File: config.mk
export PLATFORM = sky130hd
export DESIGN_NAME = charger_mode_controller_unit
export DESIGN_NICKNAME = d
export VERILOG_FILES = /design/src/design/cmc_pkg.sv /design/src/design/cmc_ramp.sv /design/src/design/cmc_window.sv /design/src/design/charger_mode_controller_unit.sv
export SDC_FILE = /design/constraint.sdc
export NUM_CORES = 1
export LEC_CHECK = 0
export ABC_AREA = 1
export BUFFER_PORTS_ARGS = -buffer_cell sky130_fd_sc_hd__buf_2
export CAP_MARGIN = 30
export CORE_MARGIN = 5
export CORE_UTILIZATION = 45
export CTS_CLUSTER_DIAMETER = 100
export DETAILED_ROUTE_END_ITERATION = 12
export PLACE_DENSITY = 0.73
export SLEW_MARGIN = 10
export SYNTH_ARGS = -nofsm -noshare
export SYNTH_HDL_FRONTEND = slang
export SYNTH_SLANG_ARGS = --single-unit
File: constraint.sdc
create_clock -name i_clk -period 14.53 [get_ports i_clk]
set_input_delay 1.453 -clock i_clk [delete_from_list [all_inputs] [get_ports i_clk]]
set_output_delay 1.453 -clock i_clk [all_outputs]
set_load 0.005 [all_outputs]
File: src/design/cmc_pkg.sv
// cmc_pkg: shared types, constants and register indexes of the charger mode controller
// no dependencies; imported by every module of the block
`default_nettype none

package cmc_pkg;

    localparam int ADC_W        = 10;
    localparam int PWM_W        = 8;
    localparam int CFG_DATA_W   = 15;
    localparam int REG_IDX_W    = 3;
    localparam int END_THR_W    = 15;

    localparam int WINDOW       = 20;
    localparam int DEBOUNCE     = 20;
    localparam int SETTLE_TICKS = 50;

    localparam int SUM_W        = $clog2(WINDOW * ((1 << ADC_W) - 1) + 1);
    localparam int CMP_W        = (SUM_W > END_THR_W) ? SUM_W : END_THR_W;
    localparam int DEB_W        = $clog2(DEBOUNCE + 1);
    localparam int SETTLE_W     = $clog2(SETTLE_TICKS + 1);
    localparam int BLINK_W      = 7;

    localparam logic [PWM_W-1:0]    PWM_MAX            = 8'd255;
    localparam logic [PWM_W-1:0]    RAMP_FIRST_COMPARE = 8'd5;
    localparam logic [BLINK_W-1:0]  BLINK_ON_AT        = 7'd1;
    localparam logic [BLINK_W-1:0]  BLINK_PERIOD       = 7'd101;
    localparam logic [BLINK_W-1:0]  NOLOAD_OFF_AT      = 7'd11;
    localparam logic [BLINK_W-1:0]  CHARGE_OFF_AT      = 7'd51;
    localparam logic [DEB_W-1:0]    DEB_RELOAD         = DEB_W'(DEBOUNCE);
    localparam logic [SETTLE_W-1:0] SETTLE_MAX         = SETTLE_W'(SETTLE_TICKS);

    // register indexes of the configuration port
    localparam logic [REG_IDX_W-1:0] REG_CURR_LIMIT   = 3'd0;
    localparam logic [REG_IDX_W-1:0] REG_VOLT_LIMIT   = 3'd1;
    localparam logic [REG_IDX_W-1:0] REG_CURR_START   = 3'd2;
    localparam logic [REG_IDX_W-1:0] REG_VOLT_START   = 3'd3;
    localparam logic [REG_IDX_W-1:0] REG_PRESENT_THR  = 3'd4;
    localparam logic [REG_IDX_W-1:0] REG_RELEASE_THR  = 3'd5;
    localparam logic [REG_IDX_W-1:0] REG_END_SUM_THR  = 3'd6;

    // register reset values
    localparam logic [ADC_W-1:0]     RST_CURR_LIMIT   = 10'd544;
    localparam logic [ADC_W-1:0]     RST_VOLT_LIMIT   = 10'd581;
    localparam logic [PWM_W-1:0]     RST_CURR_START   = 8'd127;
    localparam logic [PWM_W-1:0]     RST_VOLT_START   = 8'd150;
    localparam logic [ADC_W-1:0]     RST_PRESENT_THR  = 10'd17;
    localparam logic [ADC_W-1:0]     RST_RELEASE_THR  = 10'd163;
    localparam logic [END_THR_W-1:0] RST_END_SUM_THR  = 15'd204;

    typedef enum logic [1:0] {
        MODE_NOLOAD = 2'd0,
        MODE_CHARGE = 2'd1,
        MODE_OVER   = 2'd2
    } t_mode;

    typedef struct packed {
        logic [ADC_W-1:0] curr_limit;
        logic [ADC_W-1:0] volt_limit;
        logic [PWM_W-1:0] curr_start;
        logic [PWM_W-1:0] volt_start;
    } t_ramp_cfg;

endpackage

`default_nettype wire

File: src/design/cmc_ramp.sv
// cmc_ramp: start-up ramp of the current and voltage pwm compares
// depends on cmc_pkg
`default_nettype none

module cmc_ramp (
    input  logic                        i_clk,
    input  logic                        i_rst_n,
    input  logic                        i_step,
    input  logic                        i_tick,
    input  logic [cmc_pkg::ADC_W-1:0]   i_curr_code,
    input  logic [cmc_pkg::ADC_W-1:0]   i_volt_code,
    input  cmc_pkg::t_ramp_cfg          i_cfg,
    output logic                        o_done_set,
    output logic [cmc_pkg::PWM_W-1:0]   o_curr_cmp,
    output logic [cmc_pkg::PWM_W-1:0]   o_volt_cmp
);
    import cmc_pkg::*;

    logic             r_loaded;
    logic             r_curr_done, n_curr_done;
    logic             r_volt_done, n_volt_done;
    logic [PWM_W-1:0] r_curr_cnt, n_curr_cnt;
    logic [PWM_W-1:0] r_volt_cnt, n_volt_cnt;
    logic [PWM_W-1:0] r_curr_cmp, n_curr_cmp;
    logic [PWM_W-1:0] r_volt_cmp, n_volt_cmp;

    always_comb begin
        // first pass loads start values
        n_curr_cnt  = r_loaded ? r_curr_cnt : i_cfg.curr_start;
        n_volt_cnt  = r_loaded ? r_volt_cnt : i_cfg.volt_start;
        n_curr_cmp  = r_loaded ? r_curr_cmp : RAMP_FIRST_COMPARE;
        n_volt_cmp  = r_loaded ? r_volt_cmp : RAMP_FIRST_COMPARE;
        n_curr_done = r_curr_done;
        n_volt_done = r_volt_done;
        if (i_tick) begin
            if (!r_curr_done && i_curr_code <= i_cfg.curr_limit && n_curr_cnt < PWM_MAX) begin
                n_curr_cnt = n_curr_cnt + PWM_W'(1);
                n_curr_cmp = n_curr_cnt;
            end else begin
                n_curr_done = 1'b1;
            end
            if (!r_volt_done && i_volt_code <= i_cfg.volt_limit && n_volt_cnt < PWM_MAX) begin
                n_volt_cnt = n_volt_cnt + PWM_W'(1);
                n_volt_cmp = n_volt_cnt;
            end else begin
                n_volt_done = 1'b1;
            end
        end
    end

    assign o_done_set = i_tick && n_curr_done && n_volt_done;
    assign o_curr_cmp = r_curr_cmp;
    assign o_volt_cmp = r_volt_cmp;

    always_ff @(posedge i_clk) begin
        if (!i_rst_n) begin
            r_loaded    <= 1'b0;
            r_curr_done <= 1'b0;
            r_volt_done <= 1'b0;
            r_curr_cnt  <= '0;
            r_volt_cnt  <= '0;
            r_curr_cmp  <= '0;
            r_volt_cmp  <= '0;
        end else if (i_step) begin
            r_loaded    <= 1'b1;
            r_curr_done <= n_curr_done;
            r_volt_done <= n_volt_done;
            r_curr_cnt  <= n_curr_cnt;
            r_volt_cnt  <= n_volt_cnt;
            r_curr_cmp  <= n_curr_cmp;
            r_volt_cmp  <= n_volt_cmp;
        end
    end

endmodule

`default_nettype wire

File: src/design/cmc_window.sv
// cmc_window: shift line of recent load samples with a running sum
// depends on cmc_pkg
`default_nettype none

module cmc_window (
    input  logic                        i_clk,
    input  logic                        i_rst_n,
    input  logic                        i_shift,
    input  logic [cmc_pkg::ADC_W-1:0]   i_sample,
    output logic [cmc_pkg::SUM_W-1:0]   o_sum_next
);
    import cmc_pkg::*;

    logic [ADC_W-1:0] r_hist [WINDOW];
    logic [SUM_W-1:0] r_sum;

    // running sum: add newest, drop oldest
    assign o_sum_next = r_sum + SUM_W'(i_sample) - SUM_W'(r_hist[WINDOW-1]);

    always_ff @(posedge i_clk) begin
        if (!i_rst_n) begin
            r_sum <= '0;
            for (int k = 0; k < WINDOW; k++) begin
                r_hist[k] <= '0;
            end
        end else if (i_shift) begin
            r_sum     <= o_sum_next;
            r_hist[0] <= i_sample;
            for (int k = 1; k < WINDOW; k++) begin
                r_hist[k] <= r_hist[k-1];
            end
        end
    end

endmodule

`default_nettype wire

File: src/design/charger_mode_controller_unit.sv
// charger mode controller: input register, ramp, mode machine and load window
// a transaction passes the input register, then the state and result registers
// throughput: one transaction per cycle without output stall; a stalled result holds
// reset: synchronous active low; clears state but input data; loads register defaults
// depends on cmc_pkg, cmc_ramp and cmc_window
`default_nettype none

module charger_mode_controller_unit (
    input  logic                            i_clk,
    input  logic                            i_rst_n,
    input  logic                            i_cfg_we,
    input  logic [cmc_pkg::REG_IDX_W-1:0]   i_cfg_idx,
    input  logic [cmc_pkg::CFG_DATA_W-1:0]  i_cfg_data,
    input  logic                            i_in_valid,
    output logic                            o_in_ready,
    input  logic                            i_tick,
    input  logic [cmc_pkg::ADC_W-1:0]       i_out_current_sense,
    input  logic [cmc_pkg::ADC_W-1:0]       i_release_sense,
    input  logic [cmc_pkg::ADC_W-1:0]       i_load_sense,
    input  logic [cmc_pkg::ADC_W-1:0]       i_out_voltage_sense,
    output logic                            o_out_valid,
    input  logic                            i_out_ready,
    output logic [1:0]                      o_mode,
    output logic                            o_ramp_done,
    output logic                            o_output_switch,
    output logic                            o_green_led,
    output logic [cmc_pkg::PWM_W-1:0]       o_curr_pwm_compare,
    output logic [cmc_pkg::PWM_W-1:0]       o_volt_pwm_compare
);
    import cmc_pkg::*;

    // configuration registers
    t_ramp_cfg              r_ramp_cfg;
    logic [ADC_W-1:0]       r_present_thr;
    logic [ADC_W-1:0]       r_release_thr;
    logic [END_THR_W-1:0]   r_end_sum_thr;

    // input register
    logic                   r_in_vld;
    logic                   r_tick;
    logic [ADC_W-1:0]       r_cur;
    logic [ADC_W-1:0]       r_rel;
    logic [ADC_W-1:0]       r_load;
    logic [ADC_W-1:0]       r_volt;

    logic                   r_out_vld;
    logic                   advance;

    // mode state
    t_mode                  r_mode, n_mode;
    logic                   r_ramp_complete, n_ramp_complete;
    logic                   r_switch, n_switch;
    logic                   r_led, n_led;
    logic [BLINK_W-1:0]     r_blink, n_blink;
    logic [DEB_W-1:0]       r_deb, n_deb;
    logic [SETTLE_W-1:0]    r_settle, n_settle;

    logic                   ramp_phase;
    logic                   ramp_done_set;
    logic                   win_shift;
    logic [SUM_W-1:0]       sum_next;
    logic [BLINK_W-1:0]     blink_next;
    logic [BLINK_W-1:0]     blink_off_at;
    logic                   blink_led;
    logic                   deb_hit;
    logic [DEB_W-1:0]       deb_next;

    assign advance    = r_in_vld && (!r_out_vld || i_out_ready);
    assign o_in_ready = !r_in_vld || advance;
    assign ramp_phase = !r_ramp_complete && (r_mode == MODE_NOLOAD);
    assign win_shift  = advance && r_tick && (r_mode == MODE_CHARGE);

    always_ff @(posedge i_clk) begin
        if (!i_rst_n) begin
            r_ramp_cfg.curr_limit <= RST_CURR_LIMIT;
            r_ramp_cfg.volt_limit <= RST_VOLT_LIMIT;
            r_ramp_cfg.curr_start <= RST_CURR_START;
            r_ramp_cfg.volt_start <= RST_VOLT_START;
            r_present_thr         <= RST_PRESENT_THR;
            r_release_thr         <= RST_RELEASE_THR;
            r_end_sum_thr         <= RST_END_SUM_THR;
        end else if (i_cfg_we) begin
            unique case (i_cfg_idx)
                REG_CURR_LIMIT:  r_ramp_cfg.curr_limit <= i_cfg_data[ADC_W-1:0];
                REG_VOLT_LIMIT:  r_ramp_cfg.volt_limit <= i_cfg_data[ADC_W-1:0];
                REG_CURR_START:  r_ramp_cfg.curr_start <= i_cfg_data[PWM_W-1:0];
                REG_VOLT_START:  r_ramp_cfg.volt_start <= i_cfg_data[PWM_W-1:0];
                REG_PRESENT_THR: r_present_thr         <= i_cfg_data[ADC_W-1:0];
                REG_RELEASE_THR: r_release_thr         <= i_cfg_data[ADC_W-1:0];
                REG_END_SUM_THR: r_end_sum_thr         <= i_cfg_data[END_THR_W-1:0];
                default: ;
            endcase
        end
    end

    always_ff @(posedge i_clk) begin
        if (!i_rst_n) begin
            r_in_vld <= 1'b0;
        end else if (o_in_ready) begin
            r_in_vld <= i_in_valid;
        end
        if (i_in_valid && o_in_ready) begin
            r_tick <= i_tick;
            r_cur  <= i_out_current_sense;
            r_rel  <= i_release_sense;
            r_load <= i_load_sense;
            r_volt <= i_out_voltage_sense;
        end
    end

    cmc_ramp u_ramp (
        .i_clk       (i_clk),
        .i_rst_n     (i_rst_n),
        .i_step      (advance && ramp_phase),
        .i_tick      (r_tick),
        .i_curr_code (r_cur),
        .i_volt_code (r_volt),
        .i_cfg       (r_ramp_cfg),
        .o_done_set  (ramp_done_set),
        .o_curr_cmp  (o_curr_pwm_compare),
        .o_volt_cmp  (o_volt_pwm_compare)
    );

    cmc_window u_window (
        .i_clk      (i_clk),
        .i_rst_n    (i_rst_n),
        .i_shift    (win_shift),
        .i_sample   (r_load),
        .o_sum_next (sum_next)
    );

    // shared blink counter
    always_comb begin
        blink_off_at = (r_mode == MODE_CHARGE) ? CHARGE_OFF_AT : NOLOAD_OFF_AT;
        blink_next   = r_blink + BLINK_W'(1);
        blink_led    = r_led;
        priority if (blink_next == BLINK_ON_AT) begin
            blink_led = 1'b1;
        end else if (blink_next == blink_off_at) begin
            blink_led = 1'b0;
        end else if (blink_next == BLINK_PERIOD) begin
            blink_next = '0;
        end
    end

    // shared debounce counter
    assign deb_hit  = (r_deb == '0);
    assign deb_next = deb_hit ? DEB_RELOAD : r_deb - DEB_W'(1);

    always_comb begin
        n_mode          = r_mode;
        n_ramp_complete = r_ramp_complete;
        n_switch        = r_switch;
        n_led           = r_led;
        n_blink         = r_blink;
        n_deb           = r_deb;
        n_settle        = r_settle;
        unique case (r_mode)
            MODE_NOLOAD: begin
                if (ramp_phase) begin
                    if (ramp_done_set) begin
                        n_ramp_complete = 1'b1;
                        n_switch        = 1'b1;
                    end
                end else begin
                    if (r_tick) begin
                        n_blink = blink_next;
                        n_led   = blink_led;
                    end
                    if (r_load >= r_present_thr) begin
                        n_deb = deb_next;
                        if (deb_hit) begin
                            n_mode = MODE_CHARGE;
                        end
                    end
                end
            end
            MODE_OVER: begin
                if (r_rel <= r_release_thr) begin
                    n_deb = deb_next;
                    if (deb_hit) begin
                        n_mode   = MODE_NOLOAD;
                        n_switch = 1'b1;
                    end
                end
            end
            MODE_CHARGE: begin
                if (r_tick) begin
                    n_blink = blink_next;
                    n_led   = blink_led;
                    if (r_settle != SETTLE_MAX) begin
                        n_settle = r_settle + SETTLE_W'(1);
                    end else if (CMP_W'(sum_next) <= CMP_W'(r_end_sum_thr)) begin
                        n_switch = 1'b0;
                        n_mode   = MODE_OVER;
                        n_led    = 1'b1;
                        n_settle = '0;
                    end
                end
            end
            default: ;
        endcase
    end

    always_ff @(posedge i_clk) begin
        if (!i_rst_n) begin
            r_out_vld       <= 1'b0;
            r_mode          <= MODE_NOLOAD;
            r_ramp_complete <= 1'b0;
            r_switch        <= 1'b0;
            r_led           <= 1'b0;
            r_blink         <= '0;
            r_deb           <= DEB_RELOAD;
            r_settle        <= '0;
        end else begin
            if (advance) begin
                r_out_vld <= 1'b1;
            end else if (i_out_ready) begin
                r_out_vld <= 1'b0;
            end
            if (advance) begin
                r_mode          <= n_mode;
                r_ramp_complete <= n_ramp_complete;
                r_switch        <= n_switch;
                r_led           <= n_led;
                r_blink         <= n_blink;
                r_deb           <= n_deb;
                r_settle        <= n_settle;
            end
        end
    end

    // state registers change only on advance, so they hold the pending result
    assign o_out_valid     = r_out_vld;
    assign o_mode          = r_mode;
    assign o_ramp_done     = r_ramp_complete;
    assign o_output_switch = r_switch;
    assign o_green_led     = r_led;

endmodule

`default_nettype wire

---- After elaboration in Yosys (flattened, before gate mapping) ----
Memories as Yosys holds them, arrays and structs flattened.
Cells that the tools add are included.
storage, ports and cells
  register bits after elaboration ......... 187
  bits in writable memories ............... 200
  input bits .............................. 64
  output and inout port bits .............. 23
  memories kept ........................... 1
cells by class
  add/subtract/negate cells ............... 7
  $lt $le $gt $ge ......................... 7
  eq/ne operators ......................... 23
  muxes and demuxes ....................... 81
  bitwise operators ....................... 20
  reductions and logical operators ........ 41
memory list
  name             depth  bits a word  rd ports  clocked after Yosys merged registers in  write ports  line              source
  u_window.r_hist  20     10           20        0                                        20           cmc_window.sv:14  logic [ADC_W-1:0] r_hist [WINDOW];
operators with widths
  kind                   number
  $mux W10               20
  $mux W8                12
  $mux W7                5
  $le A10 B10 Y1         3
  $mux W1                24
  $mux W5                4
  $or A1 B1 Y1           20
  $mux W6                3
  $ne A2 B2 Y1 const B   9
  $add A8 B1 Y8 const B  2
  $lt A8 B8 Y1 const B   2
  $mux W2                8
  $add A15 B10 Y15       1
  $le A15 B15 Y1         1
  $sub A15 B10 Y15       1
  $pmux W7 S2            1
  $reduce_and A2 Y1      7
  $logic_and A1 B1 Y1    12
  $ge A10 B10 Y1         1
  $pmux W5 S2            1
  $reduce_and A10 Y1     1
  $reduce_and A5 Y1      2
  $eq A3 B3 Y1 const B   3
  $reduce_and A9 Y1      1
  other kinds (24)       35

---- Longest topological paths before layout ----
  depth in word-level cells ............... 10
  depth in mapped cells ................... 27

---- Hierarchy ----
A second synthesis with hierarchy kept.
second synthesis, totals
  cell total of the unflattened synthesis .. 2088
  area total of the unflattened synthesis .. 18456.5 µm²
modules (own cells, without submodules)
  module                        times used  cells an instance  area an instance (µm²)  seq. area each (µm²)
  cmc_window                    1           895                9315.2                  6306.0
  charger_mode_controller_unit  1           731                6199.7                  3153.0
  cmc_ramp                      1           462                2941.6                  700.7

---- Worst setup path after synthesis ----
OpenSTA, ideal clock, no wires.
  kind .................................... input-to-reg
  start ................................... input port i_out_ready
  end ..................................... memory u_window.r_hist[0][0] (enable)
  arrival ................................. 7.724 ns
  data required time ...................... 13.890 ns
  slack ................................... 6.165 ns
  cell stages on the path ................. 9
  path buffers ............................ 1
  cell sequence ........................... inv_1 > nand2_1 > nand2_1 > nor2_1 > inv_2 > nor2_4 > inv_2 > nand2_1 > clkbuf_1
RTL lines
  element      line                                source
  from (decl)  charger_mode_controller_unit.sv:22  input logic i_out_ready,
  to (decl)    cmc_window.sv:14

---- Worst setup path after layout ----
  start ................................... register r_load[1]
  end ..................................... register r_settle[3]
between the ends
  word-level cells in the longest chain between the ends .. 5
RTL lines
  element                       line                                 source
  from (decl)                   charger_mode_controller_unit.sv:43   logic [ADC_W-1:0] r_load;
  from (signal assigned)        charger_mode_controller_unit.sv:106  r_load <= i_load_sense;
  $add A15 B10 Y15              cmc_window.sv:18                     assign o_sum_next = r_sum + SUM_W'(i_sample) - SUM_W'(r_hist[WINDOW-1]);
  $sub A15 B10 Y15              cmc_window.sv:18
  via sum_next[14]              charger_mode_controller_unit.sv:61   logic [SUM_W-1:0] sum_next;
  $le A15 B15 Y1                charger_mode_controller_unit.sv:193  end else if (CMP_W'(sum_next) <= CMP_W'(r_end_sum_thr)) begin
  $reduce_bool A2 Y1 (no line)  n/a
  $reduce_and A4 Y1 (no line)   n/a
  to (signal assigned)          charger_mode_controller_unit.sv:228  r_settle <= n_settle;
  to (decl)                     charger_mode_controller_unit.sv:56   logic [SETTLE_W-1:0] r_settle, n_settle;
The timed path passes the listed nets, and every way through them passes these cells.
A chain may end at the register's enable or synchronous reset.

==> reports/metrics.json <==
{
  "synthesis": {
    "synth.net_count": 2044,
    "synth_xor_xnor_area_share": 0.0155,
    "synthArstFlopShare": 0,
    "synth_cell_types": 45,
    "largest_family_of_logic_cells_by_synthesized_area": "simple AND/OR/NAND/NOR gates",
    "synthesis.area_um2": 17600,
    "synth.area.top_cells": "edfxtp_1, dfxtp_1, inv_1",
    "yosysSeqAreaShare": 0.578,
    "synth_area_leader_cell": "edfxtp_1",
    "synth_largest_type_area_fraction": 0.412,
    "syn_inst": 1888,
    "compound_gate_fraction_of_synth_area": 0.0817,
    "count_of_state_elements_after_synthesis": 387,
    "synth-simple-area-share": 0.154,
    "dominantRegCellSynth": "edfxtp_1",
    "synth_enable_flop_cells": 241,
    "ys_warn_count": 0,
    "synth-adder-area-share": 0.0698,
    "syn-mean-instance-area_um2": 9.31,
    "synth_mux_area_frac": 0
  },
  "global_route": {
    "grt_util_all_layers": 0.155,
    "grt_antenna_before_repair": 0,
    "wire_length_of_the_first_global_routing_pass_um": 56300,
    "globalRouteOverflowTotal": 0,
    "first_global_vias": 11700,
    "grt_max_degree": 110
  },
  "timing": {
    "timing.setup.tns_ns": 0,
    "finalClockSkew_ns": 0.00803,
    "unrepaired_setup_endpoints_after_global_routing": "false",
    "timing_max_transition_violations_final": 0,
    "final.period_utilization": 0.285,
    "period_minus_slack_ns": 4.15,
    "tightestPinTransition_ns": 0.954,
    "fmax_mhz": 241,
    "slew-limit-headroom": 0.364,
    "hold_violations": 0,
    "setup_viol": 0
  },
  "critical_path": {
    "launching_element_type_of_the_critical_path": "flop",
    "critical_path.startpoint": "r_load[1]$_DFFE_PP_",
    "cp_max_fo": 7,
    "critical_path_at_ns": 4.55,
    "ff2ff_path_depth": 25,
    "path_common_cell": "nand2_1",
    "worstReg2RegEnd": "r_settle[3]$_SDFFE_PN0P_",
    "crit_path_end_kind": "flop",
    "max_stage_delay_ns": 0.54,
    "worst_setup_path_endpoint": "r_settle[3]$_SDFFE_PN0P_",
    "crit-reg2reg-launch": "r_load[1]$_DFFE_PP_",
    "worstPathRequired_ns": 14.93,
    "rrSetupSlack_ns": 10.38,
    "critical_path_start_end_classification": "reg2reg",
    "worst_path_cell_with_the_longest_stage_delay": "fa_1"
  },
  "job": {
    "max-cap-violations": 0
  },
  "power_and_ir_drop": {
    "sw_frac_of_total": 0.239,
    "power_frac_clock": 0.398,
    "leakagePower_nw": 8.65,
    "worst_ir_drop_vdd_mv": 0.0823,
    "combPwrFrac": 0.091,
    "netSwitchingPower_uw": 573,
    "seq_power_share": 0.511,
    "power_per_cell_area_nw_per_um2": 121,
    "power_mw": 2.39,
    "internal_power_mw": 1.82
  },
  "clock_tree": {
    "worst_setup_hold_path_clk_slew_ns": 0.06,
    "cts-hold-fix-buffers": 0,
    "cts_buffers": 38,
    "clk_latency_ns": 0.53,
    "max-clock-path-buffers": 3,
    "clock_tree_from_tritoncts": "built",
    "cts_root_buffer": "clkbuf_16",
    "post_cts_resize_count": 0,
    "post-cts-setup-buffers": 0,
    "h_tree_lvls": 2,
    "cts_sinks": 387
  },
  "finish": {
    "layout.cells.most_common": "inv_1",
    "finish.net_count": 2122,
    "final_layout_size_suffix_gt1_frac": 0.0957,
    "final_core_util": 0.510,
    "diodes": 0,
    "finish.cell_count_without_fillers": 2514,
    "signed_area_change_from_the_synthesized_netlist_to_the_final_layout_pct": 12.1,
    "final_cell_mix": "inv_1, nand2_1, nor2_1"
  },
  "place": {
    "numPortBuffers": 86,
    "post-dp-hpwl_um": 22700,
    "gp_congestion": 0.860,
    "place_inst": 2443
  },
  "outcome": {
    "outcome": "finished clean"
  },
  "detailed_routing": {
    "via_count": 12100,
    "top_layer": "met4",
    "drt-initial-drc-count": 876,
    "routed-wl-met3_um": 1840,
    "route.final.wire_length_um": 33900,
    "route.layer.met1.wl_um": 15800,
    "routed_wire_length_per_instance_um": 13.5,
    "routed-wl-met2_um": 15400,
    "drc_errors": 0,
    "antenna_left": 0,
    "detailedRoute.firstPassIterationCount": 5,
    "detail_route.vias_per_cell": 4.81
  },
  "die": {
    "die-height_um": 208,
    "std_cell_rows": 72,
    "io_pins": 87,
    "core_footprint_um2": 38600,
    "starting_density_of_the_core": 0.455,
    "die_area_um2": 43100,
    "die-width_um": 208
  },
  "worst_hold_path": {
    "hold_removal_path_class": "reg2reg"
  }
}
## power groups by stage
| stage | Combinational (mW) | Sequential (mW) | Clock, mW |
|---|---|---|---|
| after floorplan | 0.155 | 1.25 | 0 |
| after global placement | 0.207 | 1.25 | 0 |
| after detailed placement | 0.214 | 1.25 | 0 |
| after CTS | 0.215 | 1.22 | 0.975 |
| after global routing | 0.248 | 1.23 | 1.02 |
| final | 0.217 | 1.22 | 0.952 |
## layout make-up
cell class                 count  area, um^2
fill                        3418       18900
sequential                   387       10200
inverter                     395        1490
timing repair buffer          96         548
clock inverter                21         145
clock buffer                  49        1060
multi-input combinational   1048        5650
tap                          518         648
## how the worst min path moves through the flow
stage                                       start                            end  slack (ns)  cells past startpoint
floorplan             r_ramp_cfg[10]$_SDFFE_PN1P_    r_ramp_cfg[10]$_SDFFE_PN1P_        0.43                      2
global placement      r_ramp_cfg[10]$_SDFFE_PN1P_    r_ramp_cfg[10]$_SDFFE_PN1P_        0.44                      2
detailed placement     r_ramp_cfg[9]$_SDFFE_PN1P_     r_ramp_cfg[9]$_SDFFE_PN1P_        0.45                      2
CTS                 r_present_thr[9]$_SDFFE_PN0P_  r_present_thr[9]$_SDFFE_PN0P_        0.46                      2
global route          r_ramp_cfg[24]$_SDFFE_PN0P_    r_ramp_cfg[24]$_SDFFE_PN0P_        0.47                      2
finish              r_present_thr[9]$_SDFFE_PN0P_  r_present_thr[9]$_SDFFE_PN0P_        0.46                      2
## cell families (layout without fill, tap and decap cells)
kind of cell | after synthesis | in the layout
simple gates | 662 | 662
buf+inv | 453 | 561
flops | 387 | 387
compound gates | 263 | 263
fa+ha+maj | 92 | 92
xor+xnor | 31 | 31
## layer usage
metal / GRT usage / vias to the layer above
met1: 0.218 / 5589
met3: 0.0286 / 55
met5: 0 / -
met4: 0.0504 / 0
li1: - / 6173
met2: 0.245 / 267
## critical path: cells and delay by family (launching register included)
kind,cells,cell delay (ns)
compound gates,2,0.22
fa+ha+maj,3,1.32
simple gates,16,1.72
flops,1,0.36
xor+xnor,1,0.15
buf+inv,3,0.26
## cell usage after synthesis (10+ instances only)
master and count:
nand4_1 15, ha_1 82, a21oi_1 123, fa_1 10, buf_2 22, xor2_1 26
inv_1 385, nand3_1 67, o211ai_1 25, o21ai_0 87, nor2_1 254, edfxtp_1 241
clkbuf_1 27, dfxtp_1 146, nand2_1 297
## through the flow
step	hold slack, ns	setup WS [ns]	area, um^2
floorplan	0.429	6.17	17600
detailed placement	0.449	10.30	18500
global placement	0.443	10.37	18400
global route	0.473	9.95	19700
CTS	0.463	10.41	19700
finish	0.462	10.38	19700
## sequential cells by signal, indices dropped and copies added, names as in the netlist, 10 cells and up
signal and count:
r_load 10, r_present_thr 10, r_ramp_cfg 36, u_window.r_sum 15, u_window.r_hist 200, r_cur 10
r_volt 10, r_end_sum_thr 15, r_rel 10, r_release_thr 10
No activity file was read; power rests on OpenSTA's default activity.
